===== src/rtl/tone_keying_edge_timer_unit_macros.svh =====
// Assertion helpers used by the RTL queue
`ifndef TONE_KEYING_EDGE_TIMER_UNIT_MACROS_SVH
`define TONE_KEYING_EDGE_TIMER_UNIT_MACROS_SVH

// Same-cycle implication, sampled on clk and ignored during rst
`define TKET_ASSERT_NOW(label, ante, cons, msg) \
  label: assert property (@(posedge clk) disable iff (rst) (ante) |-> (cons)) else $error(msg);

// Next-cycle implication, sampled on clk and ignored during rst
`define TKET_ASSERT_NEXT(label, ante, cons, msg) \
  label: assert property (@(posedge clk) disable iff (rst) (ante) |=> (cons)) else $error(msg);

`endif


===== src/rtl/tket_pkg.sv =====
`timescale 1ns / 1ps

package tket_pkg;

  // Event codes on the result side
  localparam logic [2:0] EV_NONE        = 3'd0;
  localparam logic [2:0] EV_SILENCE_END = 3'd1;
  localparam logic [2:0] EV_TONE_END    = 3'd2;
  localparam logic [2:0] EV_FLUSH       = 3'd3;
  localparam logic [2:0] EV_MSG_END     = 3'd4;

  // Mode codes as reported on the result side
  localparam logic [1:0] MODE_CODE_IDLE   = 2'd0;
  localparam logic [1:0] MODE_CODE_TONE   = 2'd1;
  localparam logic [1:0] MODE_CODE_SILENT = 2'd2;

  // Configuration register indexes
  localparam logic [1:0] REG_LEVEL_THRESHOLD  = 2'd0;
  localparam logic [1:0] REG_DEBOUNCE_SAMPLES = 2'd1;
  localparam logic [1:0] REG_LETTER_FLUSH_MS  = 2'd2;
  localparam logic [1:0] REG_MESSAGE_END_MS   = 2'd3;

  // Queue between the averaging front and the keying back end
  localparam int QUEUE_DEPTH = 4;

  // Receiver state, one-hot
  typedef enum logic [2:0] {
    RX_IDLE   = 3'b001,
    RX_TONE   = 3'b010,
    RX_SILENT = 3'b100
  } rx_mode_t;

  // Configuration register set
  typedef struct packed {
    logic [11:0] level_threshold;
    logic [7:0]  debounce_samples;
    logic [15:0] letter_flush_ms;
    logic [23:0] message_end_ms;
  } cfg_t;

  // One classified word handed from front to back
  typedef struct packed {
    logic [11:0] average;
    logic [31:0] time_ms;
    logic        decoder_done;
    logic        decoder_has_text;
  } q_item_t;

  function automatic logic [1:0] mode_code(rx_mode_t m);
    logic [1:0] code;
    code = MODE_CODE_IDLE;
    unique case (m)
      RX_IDLE:   code = MODE_CODE_IDLE;
      RX_TONE:   code = MODE_CODE_TONE;
      RX_SILENT: code = MODE_CODE_SILENT;
      default:   code = MODE_CODE_IDLE;
    endcase
    return code;
  endfunction

endpackage


===== src/rtl/tket_front.sv =====
`timescale 1ns / 1ps

module tket_front #(
  parameter int WINDOW_LEN = 8
) (
  input  logic              clk,
  input  logic              rst,
  input  logic              in_valid,
  output logic              in_ready,
  input  logic [11:0]       sample,
  input  logic [31:0]       time_ms,
  input  logic              decoder_done,
  input  logic              decoder_has_text,
  input  logic              q_full,
  output logic              q_push,
  output tket_pkg::q_item_t q_item
);

  localparam int LEN_W   = $clog2(WINDOW_LEN);
  localparam int SUM_W   = 12 + LEN_W;
  localparam int SH      = SUM_W + LEN_W;
  localparam int RECIP_W = SH + 1;
  localparam int PROD_W  = SUM_W + RECIP_W;
  localparam longint unsigned RECIP = ((64'd1 << SH) + WINDOW_LEN - 1) / WINDOW_LEN;

  logic [11:0]       win [WINDOW_LEN];
  logic              primed;
  logic [SUM_W-1:0]  sum;
  logic              s1_valid;
  logic [31:0]       s1_time;
  logic              s1_done;
  logic              s1_has_text;
  logic              accept;
  logic [PROD_W-1:0] prod;

  assign in_ready = !s1_valid || !q_full;
  assign accept   = in_valid && in_ready;
  assign q_push   = s1_valid && !q_full;

  // Shift the window; the first sample fills every tap
  always_ff @(posedge clk) begin
    if (accept && !decoder_done) begin
      if (!primed) begin
        for (int i = 0; i < WINDOW_LEN; i++) win[i] <= sample;
      end else begin
        win[0] <= sample;
        for (int i = 1; i < WINDOW_LEN; i++) win[i] <= win[i-1];
      end
    end
  end

  // Keep a running sum of the window
  always_ff @(posedge clk) begin
    if (rst) begin
      primed <= 1'b0;
      sum    <= '0;
    end else if (accept && !decoder_done) begin
      primed <= 1'b1;
      if (!primed) begin
        sum <= SUM_W'(32'(sample) * WINDOW_LEN);
      end else begin
        sum <= sum - SUM_W'(win[WINDOW_LEN-1]) + SUM_W'(sample);
      end
    end
  end

  // Hold the accepted word until the queue takes it
  always_ff @(posedge clk) begin
    if (rst) begin
      s1_valid <= 1'b0;
    end else if (accept) begin
      s1_valid <= 1'b1;
    end else if (q_push) begin
      s1_valid <= 1'b0;
    end
  end

  always_ff @(posedge clk) begin
    if (accept) begin
      s1_time     <= time_ms;
      s1_done     <= decoder_done;
      s1_has_text <= decoder_has_text;
    end
  end

  // Floored mean by reciprocal multiply, exact over the whole sum range
  assign prod = PROD_W'(sum) * PROD_W'(RECIP_W'(RECIP));

  always_comb begin
    q_item.average          = prod[SH +: 12];
    q_item.time_ms          = s1_time;
    q_item.decoder_done     = s1_done;
    q_item.decoder_has_text = s1_has_text;
  end

endmodule


===== src/rtl/tket_queue.sv =====
`timescale 1ns / 1ps

module tket_queue (
  input  logic              clk,
  input  logic              rst,
  input  logic              push,
  input  tket_pkg::q_item_t push_item,
  output logic              full,
  input  logic              pop,
  output logic              nonempty,
  output tket_pkg::q_item_t pop_item
);

  `include "tone_keying_edge_timer_unit_macros.svh"

  localparam int DEPTH = tket_pkg::QUEUE_DEPTH;
  localparam int PTR_W = $clog2(DEPTH);
  localparam int CNT_W = $clog2(DEPTH + 1);

  tket_pkg::q_item_t mem [DEPTH];
  logic [PTR_W-1:0]  wr_ptr;
  logic [PTR_W-1:0]  rd_ptr;
  logic [CNT_W-1:0]  count;

  assign full     = (count == CNT_W'(DEPTH));
  assign nonempty = (count != '0);
  assign pop_item = mem[rd_ptr];

  // Write the entry at the tail
  always_ff @(posedge clk) begin
    if (push) mem[wr_ptr] <= push_item;
  end

  // Advance pointers and fill count
  always_ff @(posedge clk) begin
    if (rst) begin
      wr_ptr <= '0;
      rd_ptr <= '0;
      count  <= '0;
    end else begin
      if (push) wr_ptr <= (wr_ptr == PTR_W'(DEPTH - 1)) ? '0 : wr_ptr + 1'b1;
      if (pop)  rd_ptr <= (rd_ptr == PTR_W'(DEPTH - 1)) ? '0 : rd_ptr + 1'b1;
      if (push && !pop) count <= count + 1'b1;
      else if (pop && !push) count <= count - 1'b1;
    end
  end

  `TKET_ASSERT_NOW(a_no_push_full, push, !full || pop, "push into full queue")
  `TKET_ASSERT_NOW(a_no_pop_empty, pop, nonempty, "pop from empty queue")
  `TKET_ASSERT_NEXT(a_count_up, push && !pop, count == $past(count) + 1'b1, "count did not rise")

endmodule


===== src/rtl/tket_back.sv =====
`timescale 1ns / 1ps

module tket_back (
  input  logic              clk,
  input  logic              rst,
  input  tket_pkg::cfg_t    cfg,
  input  logic              q_nonempty,
  input  tket_pkg::q_item_t q_item,
  output logic              q_pop,
  output logic              out_valid,
  input  logic              out_ready,
  output logic [2:0]        event_res,
  output logic [31:0]       duration_ms,
  output logic [11:0]       average,
  output logic [1:0]        mode
);

  tket_pkg::rx_mode_t rx_mode;
  tket_pkg::rx_mode_t rx_mode_next;
  logic [31:0] last_edge;
  logic [31:0] last_edge_next;
  logic [31:0] last_flush;
  logic [31:0] last_flush_next;
  logic [7:0]  confirm_count;
  logic [7:0]  confirm_count_next;
  logic [2:0]  ev;
  logic [31:0] dur;
  logic        active;
  logic        want_change;
  logic [7:0]  count_inc;
  logic [31:0] total;
  logic [31:0] since;

  assign q_pop = q_nonempty && (!out_valid || out_ready);

  // Debounce, edge timing and silence timeouts for one word
  always_comb begin
    rx_mode_next       = rx_mode;
    last_edge_next     = last_edge;
    last_flush_next    = last_flush;
    confirm_count_next = confirm_count;
    ev                 = tket_pkg::EV_NONE;
    dur                = '0;
    active             = q_item.average >= cfg.level_threshold;
    count_inc          = confirm_count + 1'b1;
    want_change        = active;
    unique case (rx_mode)
      tket_pkg::RX_TONE: want_change = !active;
      default:           want_change = active;
    endcase
    total = '0;
    since = '0;
    if (!q_item.decoder_done) begin
      if (want_change) begin
        confirm_count_next = count_inc;
        if (count_inc >= cfg.debounce_samples) begin
          dur = q_item.time_ms - last_edge;
          if (rx_mode == tket_pkg::RX_TONE) begin
            ev           = tket_pkg::EV_TONE_END;
            rx_mode_next = tket_pkg::RX_SILENT;
          end else begin
            ev           = tket_pkg::EV_SILENCE_END;
            rx_mode_next = tket_pkg::RX_TONE;
          end
          last_edge_next     = q_item.time_ms;
          last_flush_next    = q_item.time_ms;
          confirm_count_next = '0;
        end
      end else begin
        confirm_count_next = '0;
      end
      total = q_item.time_ms - last_edge_next;
      since = q_item.time_ms - last_flush_next;
      if (rx_mode_next == tket_pkg::RX_SILENT) begin
        if (total >= {8'd0, cfg.message_end_ms}) begin
          if (q_item.decoder_has_text && ev == tket_pkg::EV_NONE) ev = tket_pkg::EV_MSG_END;
        end else if (since >= {16'd0, cfg.letter_flush_ms}) begin
          last_flush_next = q_item.time_ms;
          if (ev == tket_pkg::EV_NONE) ev = tket_pkg::EV_FLUSH;
        end
      end
    end
  end

  // Advance receiver state on each popped word
  always_ff @(posedge clk) begin
    if (rst) begin
      rx_mode       <= tket_pkg::RX_IDLE;
      last_edge     <= '0;
      last_flush    <= '0;
      confirm_count <= '0;
    end else if (q_pop) begin
      rx_mode       <= rx_mode_next;
      last_edge     <= last_edge_next;
      last_flush    <= last_flush_next;
      confirm_count <= confirm_count_next;
    end
  end

  // Output register
  always_ff @(posedge clk) begin
    if (rst) begin
      out_valid <= 1'b0;
    end else if (q_pop) begin
      out_valid <= 1'b1;
    end else if (out_ready) begin
      out_valid <= 1'b0;
    end
  end

  always_ff @(posedge clk) begin
    if (q_pop) begin
      event_res   <= ev;
      duration_ms <= dur;
      average     <= q_item.average;
      mode        <= tket_pkg::mode_code(rx_mode_next);
    end
  end

endmodule


===== src/rtl/tone_keying_edge_timer_unit.sv =====
`timescale 1ns / 1ps
// Channel   Dir  Handshake          Contents
// s_        in   s_tvalid/s_tready  tdata: sample, time_ms; tuser: decoder_done, decoder_has_text
// m_        out  m_tvalid/m_tready  tdata: duration_ms, average, mode; tuser: event_res
// cfg_      in   cfg_we             cfg_index selects register, cfg_data is the value
//
// One word per cycle sustained while the output keeps up; a word passes through the
// averaging stage, the four-entry queue and the output register, in that order.
// The average is a running window sum scaled by one reciprocal multiply.
// Synchronous reset; no clearing pass, the window fills from the first sample.
// A stalled output fills the queue; input stalls only once it is full.

module tone_keying_edge_timer_unit #(
  parameter int WINDOW_LEN = 8
) (
  input  logic        clk,
  input  logic        rst,
  input  logic        s_tvalid,
  output logic        s_tready,
  input  logic [47:0] s_tdata,   // [11:0] sample, [43:12] time_ms, [47:44] zero
  input  logic [1:0]  s_tuser,   // [0] decoder_done, [1] decoder_has_text
  output logic        m_tvalid,
  input  logic        m_tready,
  output logic [47:0] m_tdata,   // [31:0] duration_ms, [43:32] average, [45:44] mode
  output logic [2:0]  m_tuser,   // [2:0] event_res
  input  logic        cfg_we,
  input  logic [1:0]  cfg_index,
  input  logic [23:0] cfg_data
);

  tket_pkg::cfg_t    cfg;
  tket_pkg::q_item_t push_item;
  tket_pkg::q_item_t pop_item;
  logic              q_push;
  logic              q_pop;
  logic              q_full;
  logic              q_nonempty;
  logic [31:0]       duration_ms;
  logic [11:0]       average;
  logic [1:0]        mode;

  // Write configuration registers
  always_ff @(posedge clk) begin
    if (rst) begin
      cfg.level_threshold  <= 12'd2048;
      cfg.debounce_samples <= 8'd3;
      cfg.letter_flush_ms  <= 16'd1000;
      cfg.message_end_ms   <= 24'd3000;
    end else if (cfg_we) begin
      unique case (cfg_index)
        tket_pkg::REG_LEVEL_THRESHOLD:  cfg.level_threshold  <= cfg_data[11:0];
        tket_pkg::REG_DEBOUNCE_SAMPLES: cfg.debounce_samples <= cfg_data[7:0];
        tket_pkg::REG_LETTER_FLUSH_MS:  cfg.letter_flush_ms  <= cfg_data[15:0];
        tket_pkg::REG_MESSAGE_END_MS:   cfg.message_end_ms   <= cfg_data;
        default: ;
      endcase
    end
  end

  tket_front #(
    .WINDOW_LEN(WINDOW_LEN)
  ) u_front (
    .clk              (clk),
    .rst              (rst),
    .in_valid         (s_tvalid),
    .in_ready         (s_tready),
    .sample           (s_tdata[11:0]),
    .time_ms          (s_tdata[43:12]),
    .decoder_done     (s_tuser[0]),
    .decoder_has_text (s_tuser[1]),
    .q_full           (q_full),
    .q_push           (q_push),
    .q_item           (push_item)
  );

  tket_queue u_queue (
    .clk       (clk),
    .rst       (rst),
    .push      (q_push),
    .push_item (push_item),
    .full      (q_full),
    .pop       (q_pop),
    .nonempty  (q_nonempty),
    .pop_item  (pop_item)
  );

  tket_back u_back (
    .clk         (clk),
    .rst         (rst),
    .cfg         (cfg),
    .q_nonempty  (q_nonempty),
    .q_item      (pop_item),
    .q_pop       (q_pop),
    .out_valid   (m_tvalid),
    .out_ready   (m_tready),
    .event_res   (m_tuser),
    .duration_ms (duration_ms),
    .average     (average),
    .mode        (mode)
  );

  // Pack result word
  assign m_tdata = {2'b00, mode, average, duration_ms};

endmodule


===== config.mk =====
export PLATFORM = sky130hd
export DESIGN_NAME = tone_keying_edge_timer_unit
export DESIGN_NICKNAME = d
export VERILOG_FILES = /design/src/rtl/tket_pkg.sv /design/src/rtl/tket_front.sv /design/src/rtl/tket_queue.sv /design/src/rtl/tket_back.sv /design/src/rtl/tone_keying_edge_timer_unit.sv
export VERILOG_INCLUDE_DIRS = /design/src /design/src/rtl
export SDC_FILE = /design/constraint.sdc
export NUM_CORES = 1
export LEC_CHECK = 0
export BUFFER_PORTS_ARGS = -buffer_cell sky130_fd_sc_hd__buf_2
export CORE_AREA = 2 2 361 184
export DETAILED_ROUTE_END_ITERATION = 8
export DIE_AREA = 0 0 363 186
export GPL_TIMING_DRIVEN = 0
export PLACE_DENSITY = 0.7
export SLEW_MARGIN = 20
export SYNTH_ARGS = -nofsm -noshare
export SYNTH_HDL_FRONTEND = slang
export SYNTH_HIERARCHICAL = 1
export SYNTH_SLANG_ARGS = --single-unit
export TNS_END_PERCENT = 20

===== constraint.sdc =====
create_clock -name clk -period 18.95 [get_ports clk]
set_input_delay 0.9475 -clock clk [delete_from_list [all_inputs] [get_ports clk]]
set_output_delay 0.9475 -clock clk [all_outputs]
set_load 0.02 [all_outputs]

== After elaboration in Yosys (flattened, before gate mapping) ==
Memory sizes are Yosys's and may differ from the RTL's. A register that Yosys moved wholly into a read port is not among the register bits.
Cells that the tools add are included.
Word-level totals
  memory bits (writable): 280
  word-level logic and storage cells: 141
  register bits: 243
  output and inout port bits: 53
  memories kept: 2
  bits of input ports: 81
Memory list
  u_queue.mem: depth 4, width 46, rd ports 1, clocked after memory_dff 1, wr ports 1, RTL line tket_queue.sv:20  | tket_pkg::q_item_t mem [DEPTH];
  u_front.win: depth 8, width 12, rd ports 8, clocked after memory_dff 0, wr ports 8, RTL line tket_front.sv:26  | logic [11:0] win [WINDOW_LEN];
Cells by class
  bitwise gates (word level): 11
  $add $sub $neg: 10
  order comparisons: 4
  mux-type cells: 54
  reduce and logical (&&, ||, !) cells: 28
  eq/ne operators: 10
Operator list (count)
  32-bit 2-to-1 mux: 9
  12-bit 2-to-1 mux: 8
  32-bit subtractor: 3
  3-bit 2-to-1 mux: 15
  32-bit by 16-bit >= comparator with 1-bit output: 1
  32-bit by 24-bit >= comparator with 1-bit output: 1
  8-bit 2-to-1 mux: 2
  15-bit by 12-bit adder with 15-bit output: 1
  15-bit 2-to-1 mux: 1
  15-bit by 12-bit subtractor with 15-bit output: 1
  1-bit 2-to-1 mux: 13
  12-bit >= comparator: 1
  2-bit 2-to-1 mux: 5
  2-bit AND reduction: 5
  3-bit == test, second input constant: 3
  8-bit by 1-bit adder with 8-bit output, second input constant: 1
  2-bit == test, second input constant: 4
  8-bit >= comparator: 1
  1-bit OR: 8
  1-bit logical AND: 7
  1-bit zero test: 7
  3-bit by 2-bit == test with 1-bit output, second input constant: 2
  2-bit nonzero test: 3
  2-bit by 1-bit adder with 2-bit output, second input constant: 2
  10 further kinds: 13

== Logic depth before layout (Yosys ltp) ==
  depth after elaboration: 10
  mapped depth: 43
  depth with buffers taken out: 38

== Cells and area by module ==
The synthesis kept the hierarchy.
Modules (own cells, without submodules)
  tket_back: area an instance 12477.0 um^2, cells each 1563, instances 1, sequential area each 2992.9 um^2
  tket_queue: area an instance 7141.8 um^2, cells each 284, instances 1, sequential area each 5705.5 um^2
  tket_front: area an instance 6656.4 um^2, cells each 522, instances 1, sequential area each 4244.1 um^2
  tone_keying_edge_timer_unit: area an instance 2491.1 um^2, cells each 240, instances 1, sequential area each 1201.2 um^2

== Worst setup path before layout ==
Ideal clock, no wire load.
  path type: register to register
  start point: reg (tool-made name)
  end point: reg u_back.last_flush[10]
  period minus slack after synthesis: 8.038 ns
  slack: 10.912 ns
  stages on the path, launching flop included: 42
  library setup time: 0.072 ns
  buffers on the path: 6
  arrival: 7.967 ns
  cells stage by stage: dfxtp_1 > buf_6 > buf_12 > mux4_2 > inv_1 > ha_1 > nand2b_1 > a2111oi_4 > o21ai_2 > a21boi_4 > xnor2_1 > nor2_1 > clkbuf_1 > clkbuf_1 > a21oi_1 > ha_1 > a2111o_1 > o21ai_0 > [6 not listed] > nor2_1 > xnor2_1 > ha_1 > a21o_1 > a21o_1 > a21oi_1 > nor4_1 > nor3b_1 > o221ai_1 > a211o_1 > a2111oi_0 > o2111a_1 > nand3b_1 > o31ai_1 > o21bai_1 > buf_6 > buf_12 > mux2i_1
RTL lines
  end signal: assignment: RTL line tket_back.sv:95  | last_flush <= last_flush_next;
  end: declaration: RTL line tket_back.sv:22  | logic [31:0] last_flush;

==> flow_metrics.env <==
export IMPL_detailed_place_hpwl_um=63800
export IMPL_route_final_wire_length_um=82000
export IMPL_drt_pre_antenna_iters=8
export IMPL_fp_dieArea_um2=67500
export IMPL_timing_final_crit_period_ns=11.73
export IMPL_synth_seq_area_share=0.492
export IMPL_grt_antenna_before_repair=2
export IMPL_placed_cells=3593
export IMPL_achievable_frequency_mhz=85.3
export IMPL_core_box_area_um2=64300
export IMPL_route_detailed_wl_per_inst_um=22.2
export IMPL_chipWidth_um=363
export IMPL_yosysWarnings=6
export IMPL_final_fill_count=5636
export IMPL_drive_above_1_share=0.121
export IMPL_synthDominantCellAreaShare=0.379
export IMPL_detail_route_drc_violations=0
export IMPL_kind_of_cell_with_the_highest_combined_delay_on_the_critical_path="compound AO/OA/AOI/OAI gates"
export IMPL_grt_util_overall=0.240
export IMPL_first_pass_grt_wire_length_um=122000
export IMPL_post_synth_instance_area_um2=28800
export IMPL_dieHeight_um=186
export IMPL_crit_buf_inv=7
export IMPL_post_synth_top_count_cell="sky130_fd_sc_hd__edfxtp_1"
export IMPL_worstPathRequired_ns=19.49
export IMPL_netlist_top_cells_area="sky130_fd_sc_hd__edfxtp_1 (38%), sky130_fd_sc_hd__dfxtp_1 (11%), sky130_fd_sc_hd__ha_1 (7.6%)"
export IMPL_cts_path_max_buffers=3
export IMPL_synthAdderAreaFrac=0.0872
export IMPL_use_met3=0.0784
export IMPL_multi_input_area_um2=13300
export IMPL_synth_edf_count=363
export IMPL_clkTransAtPathRegs_ns=0.07
export IMPL_critical_path_slowest_cell="sky130_fd_sc_hd__nor2_1"
export IMPL_cts_setup_buffers=0
export IMPL_max_slew_margin=0.205
export IMPL_tritoncts_clock_tree="done"
export IMPL_synthMuxAreaShare=0.0841
export IMPL_hold_path_class="reg -> reg"
export IMPL_rr_worst_depth=39
export IMPL_post_synth_num_cell_types=98
export IMPL_yosys_register_bits=525
export IMPL_global_route_track_usage_on_met2=0.307
export IMPL_holdBufCountCts=0
export IMPL_startpoint_type_of_the_worst_setup_path="flip-flop"
export IMPL_regToRegSetupSlack_ns=7.22
export IMPL_timing_max_transition_violations_final=0
export IMPL_setup_worst_path_class="reg -> reg"
export IMPL_synth_compound_area_frac=0.124
export IMPL_grt_remaining_overflow=0
export IMPL_post_synth_and_or_nand_nor_area_fraction=0.139
export IMPL_skew_ns=0.0226
export IMPL_ff_latch_area_um2=14100
export IMPL_synthXorXnorAreaFrac=0.0274
export IMPL_gpl_wtd_cong=0.987
export IMPL_whs_endpoint="u_back/last_edge[10]"
export IMPL_io_pin_count=134
export IMPL_globalRoute_busiestLayer="met1"
export IMPL_holdPathStages=2
export IMPL_final_setup_tns_ns=0
export IMPL_grt_max_degree=58
export IMPL_std_cell_rows=66
export IMPL_drt_iter0_markers=2704
export IMPL_maxCapViolations=0
export IMPL_cts_num_sinks=525
export IMPL_cts_resized=0
export IMPL_cellLeakagePower_nw=12.4
export IMPL_largest_family_of_logic_cells_by_synthesized_area="simple AND/OR/NAND/NOR gates"
export IMPL_insertion_delay_ns=0.63
export IMPL_finalSetupViolCount=0
export IMPL_rr_endpoint="u_back/last_flush[12]"
export IMPL_synth_top_cells_by_count="sky130_fd_sc_hd__edfxtp_1 (363), sky130_fd_sc_hd__nand2_1 (222), sky130_fd_sc_hd__nor2_1 (202)"
export IMPL_via_count=21363
export IMPL_htree_levels=2
export IMPL_nets=3065
export IMPL_pwr_density_cell_nw_per_um2=149
export IMPL_route_detailed_vias_per_inst=5.80
export IMPL_netlist_top_cell_by_area="sky130_fd_sc_hd__edfxtp_1"
export IMPL_vdd_drop_max_v=0.0000671
export IMPL_grt_pass1_vias=20242
export IMPL_cp_slowest_stage_delay_ns=0.90
export IMPL_tcrit_tclk_final=0.619
export IMPL_synth_top_flop_cell="sky130_fd_sc_hd__edfxtp_1"
export IMPL_gate_count_of_the_mapped_netlist=2609
export IMPL_min_from="u_back/last_edge[10]"
export IMPL_timing_worst_slew_pin_value_ns=1.16
export IMPL_setup_worst_path_end_class="flip-flop"
export IMPL_antenna_left=0
export IMPL_cts_buffers=49
export IMPL_cts_root_buffer="sky130_fd_sc_hd__clkbuf_16"
export IMPL_rsz0062_at_grt="false"
export IMPL_fin_cells=3686
export IMPL_floorplan_initialDensity=0.447
export IMPL_cp_data_arrival_time_ns=12.27
export IMPL_critical_path_max_fanout=10
export IMPL_synth_async_reset_ratio=0
export IMPL_finalHoldViolCount=0
export IMPL_io_buffers=126
export IMPL_run_status="completed"
export IMPL_area_growth_synth_to_final_pct=12.1
export IMPL_syn_area_per_cell_um2=11.0
export IMPL_gr_usage_met1=0.381
-- worst reg2reg max path, delay by kind of cell, from the launching register on --
family	cells	cell delay (ns)
AO/OA/AOI/OAI	16	4.77
buffers and inverters	7	2.16
AND/OR/NAND/NOR	8	2.10
adder cells (fa/ha/maj)	4	1.20
multiplexers	2	0.61
XOR/XNOR	2	0.48
flip-flops	1	0.31
-- sequential cells by signal, summed over array words and instances, names as in the netlist, 3 cells and up, named ones only --
| name | cells |
|---|---|
| u_back/confirm_count | 8 |
| u_queue/count | 3 |
| u_front/win | 96 |
| cfg | 60 |
| u_back/last_flush | 32 |
| u_back/average | 12 |
| u_queue/mem | 184 |
| u_front/sum | 15 |
| u_back/event_res | 3 |
| u_back/last_edge | 32 |
| u_back/rx_mode | 3 |
| u_front/s1_time | 32 |
| u_back/duration_ms | 32 |
-- routing by layer --
layer | up-vias | share of wire | wire, um
met5 | - | 0 | 0
li1 | 9763 | - | -
met2 | 1061 | 0.37 | 30600
met3 | 106 | 0.13 | 10400
met1 | 10433 | 0.48 | 39700
met4 | 0 | 0.016 | 1330
-- cell type report --
| class | count | area share |
|---|---|---|
| Sequential cell | 525 | 0.439 |
| Multi-Input combinational cell | 1795 | 0.412 |
| Clock buffer | 66 | 0.0416 |
| Tap cell | 850 | 0.0330 |
| Timing Repair Buffer | 133 | 0.0246 |
| Buffer | 112 | 0.0213 |
| Inverter | 178 | 0.0207 |
| Clock inverter | 26 | 0.00815 |
| Antenna cell | 1 | 0.0000776 |
-- cell families (layout without fill, tap and decap cells) --
kind of cell | Yosys count | after routing
compound gates | 535 | 535
buf+inv | 290 | 515
fa+ha+maj | 191 | 191
mux | 182 | 182
simple gates | 796 | 796
xor+xnor | 89 | 89
other cells | 1 | 3
flops | 525 | 525
-- power by group --
group	internal (mW)	leakage, nW	switching (mW)	total, mW
clock	0.545	0.791	0.460	1.01
sequential	1.37	4.72	0.0495	1.42
combinational	0.875	6.88	1.50	2.37
-- cell usage in the layout (no fill, tap or decap), types with 15 or more instances in the layout --
master,n
sky130_fd_sc_hd__fa_1,16
sky130_fd_sc_hd__buf_2,143
sky130_fd_sc_hd__ha_1,174
sky130_fd_sc_hd__inv_1,177
sky130_fd_sc_hd__o21a_1,16
sky130_fd_sc_hd__nand3_1,40
sky130_fd_sc_hd__buf_4,19
sky130_fd_sc_hd__a21o_1,106
sky130_fd_sc_hd__clkbuf_16,49
sky130_fd_sc_hd__nand4_1,17
sky130_fd_sc_hd__xor2_1,26
sky130_fd_sc_hd__nand2b_1,113
sky130_fd_sc_hd__nor2_1,202
sky130_fd_sc_hd__a21oi_1,187
sky130_fd_sc_hd__a211oi_1,22
sky130_fd_sc_hd__mux4_2,40
sky130_fd_sc_hd__nor3_1,31
sky130_fd_sc_hd__dfxtp_1,162
sky130_fd_sc_hd__o21ai_0,67
sky130_fd_sc_hd__clkbuf_1,70
sky130_fd_sc_hd__edfxtp_1,363
sky130_fd_sc_hd__a22oi_1,15
sky130_fd_sc_hd__or2b_1,53
sky130_fd_sc_hd__nor2b_1,23
sky130_fd_sc_hd__mux2i_1,136
sky130_fd_sc_hd__nand2_1,222
sky130_fd_sc_hd__xnor2_1,62
-- worst max path at each step --
stage               startpoint                     to  cells after the start
finish               flip-flop  u_back/last_flush[12]                     39
CTS                  flip-flop  u_back/last_flush[12]                     39
global route         flip-flop  u_back/last_flush[28]                     39
global placement     flip-flop  u_back/last_flush[25]                     39
detailed placement   flip-flop  u_back/last_flush[12]                     39
floorplan            flip-flop  u_back/last_flush[10]                     41
-- stage by stage --
stage | cell area [um^2] | util | power (mW) | setup WS, ns | hold WS (ns)
2_1_floorplan | 28800 | - | 3.04 | 10.91 | 0.432
3_3_place_gp | 30500 | 0.474 | 3.65 | 8.07 | 0.441
3_5_place_dp | 30600 | 0.476 | 3.72 | 7.86 | 0.446
5_1_grt | 32200 | 0.501 | 5.06 | 6.79 | 0.475
6_report | 32300 | 0.501 | 4.79 | 7.22 | 0.456
4_1_cts | 32200 | 0.501 | 4.74 | 7.81 | 0.456
Note: power is estimated with default switching activity, not from simulation.
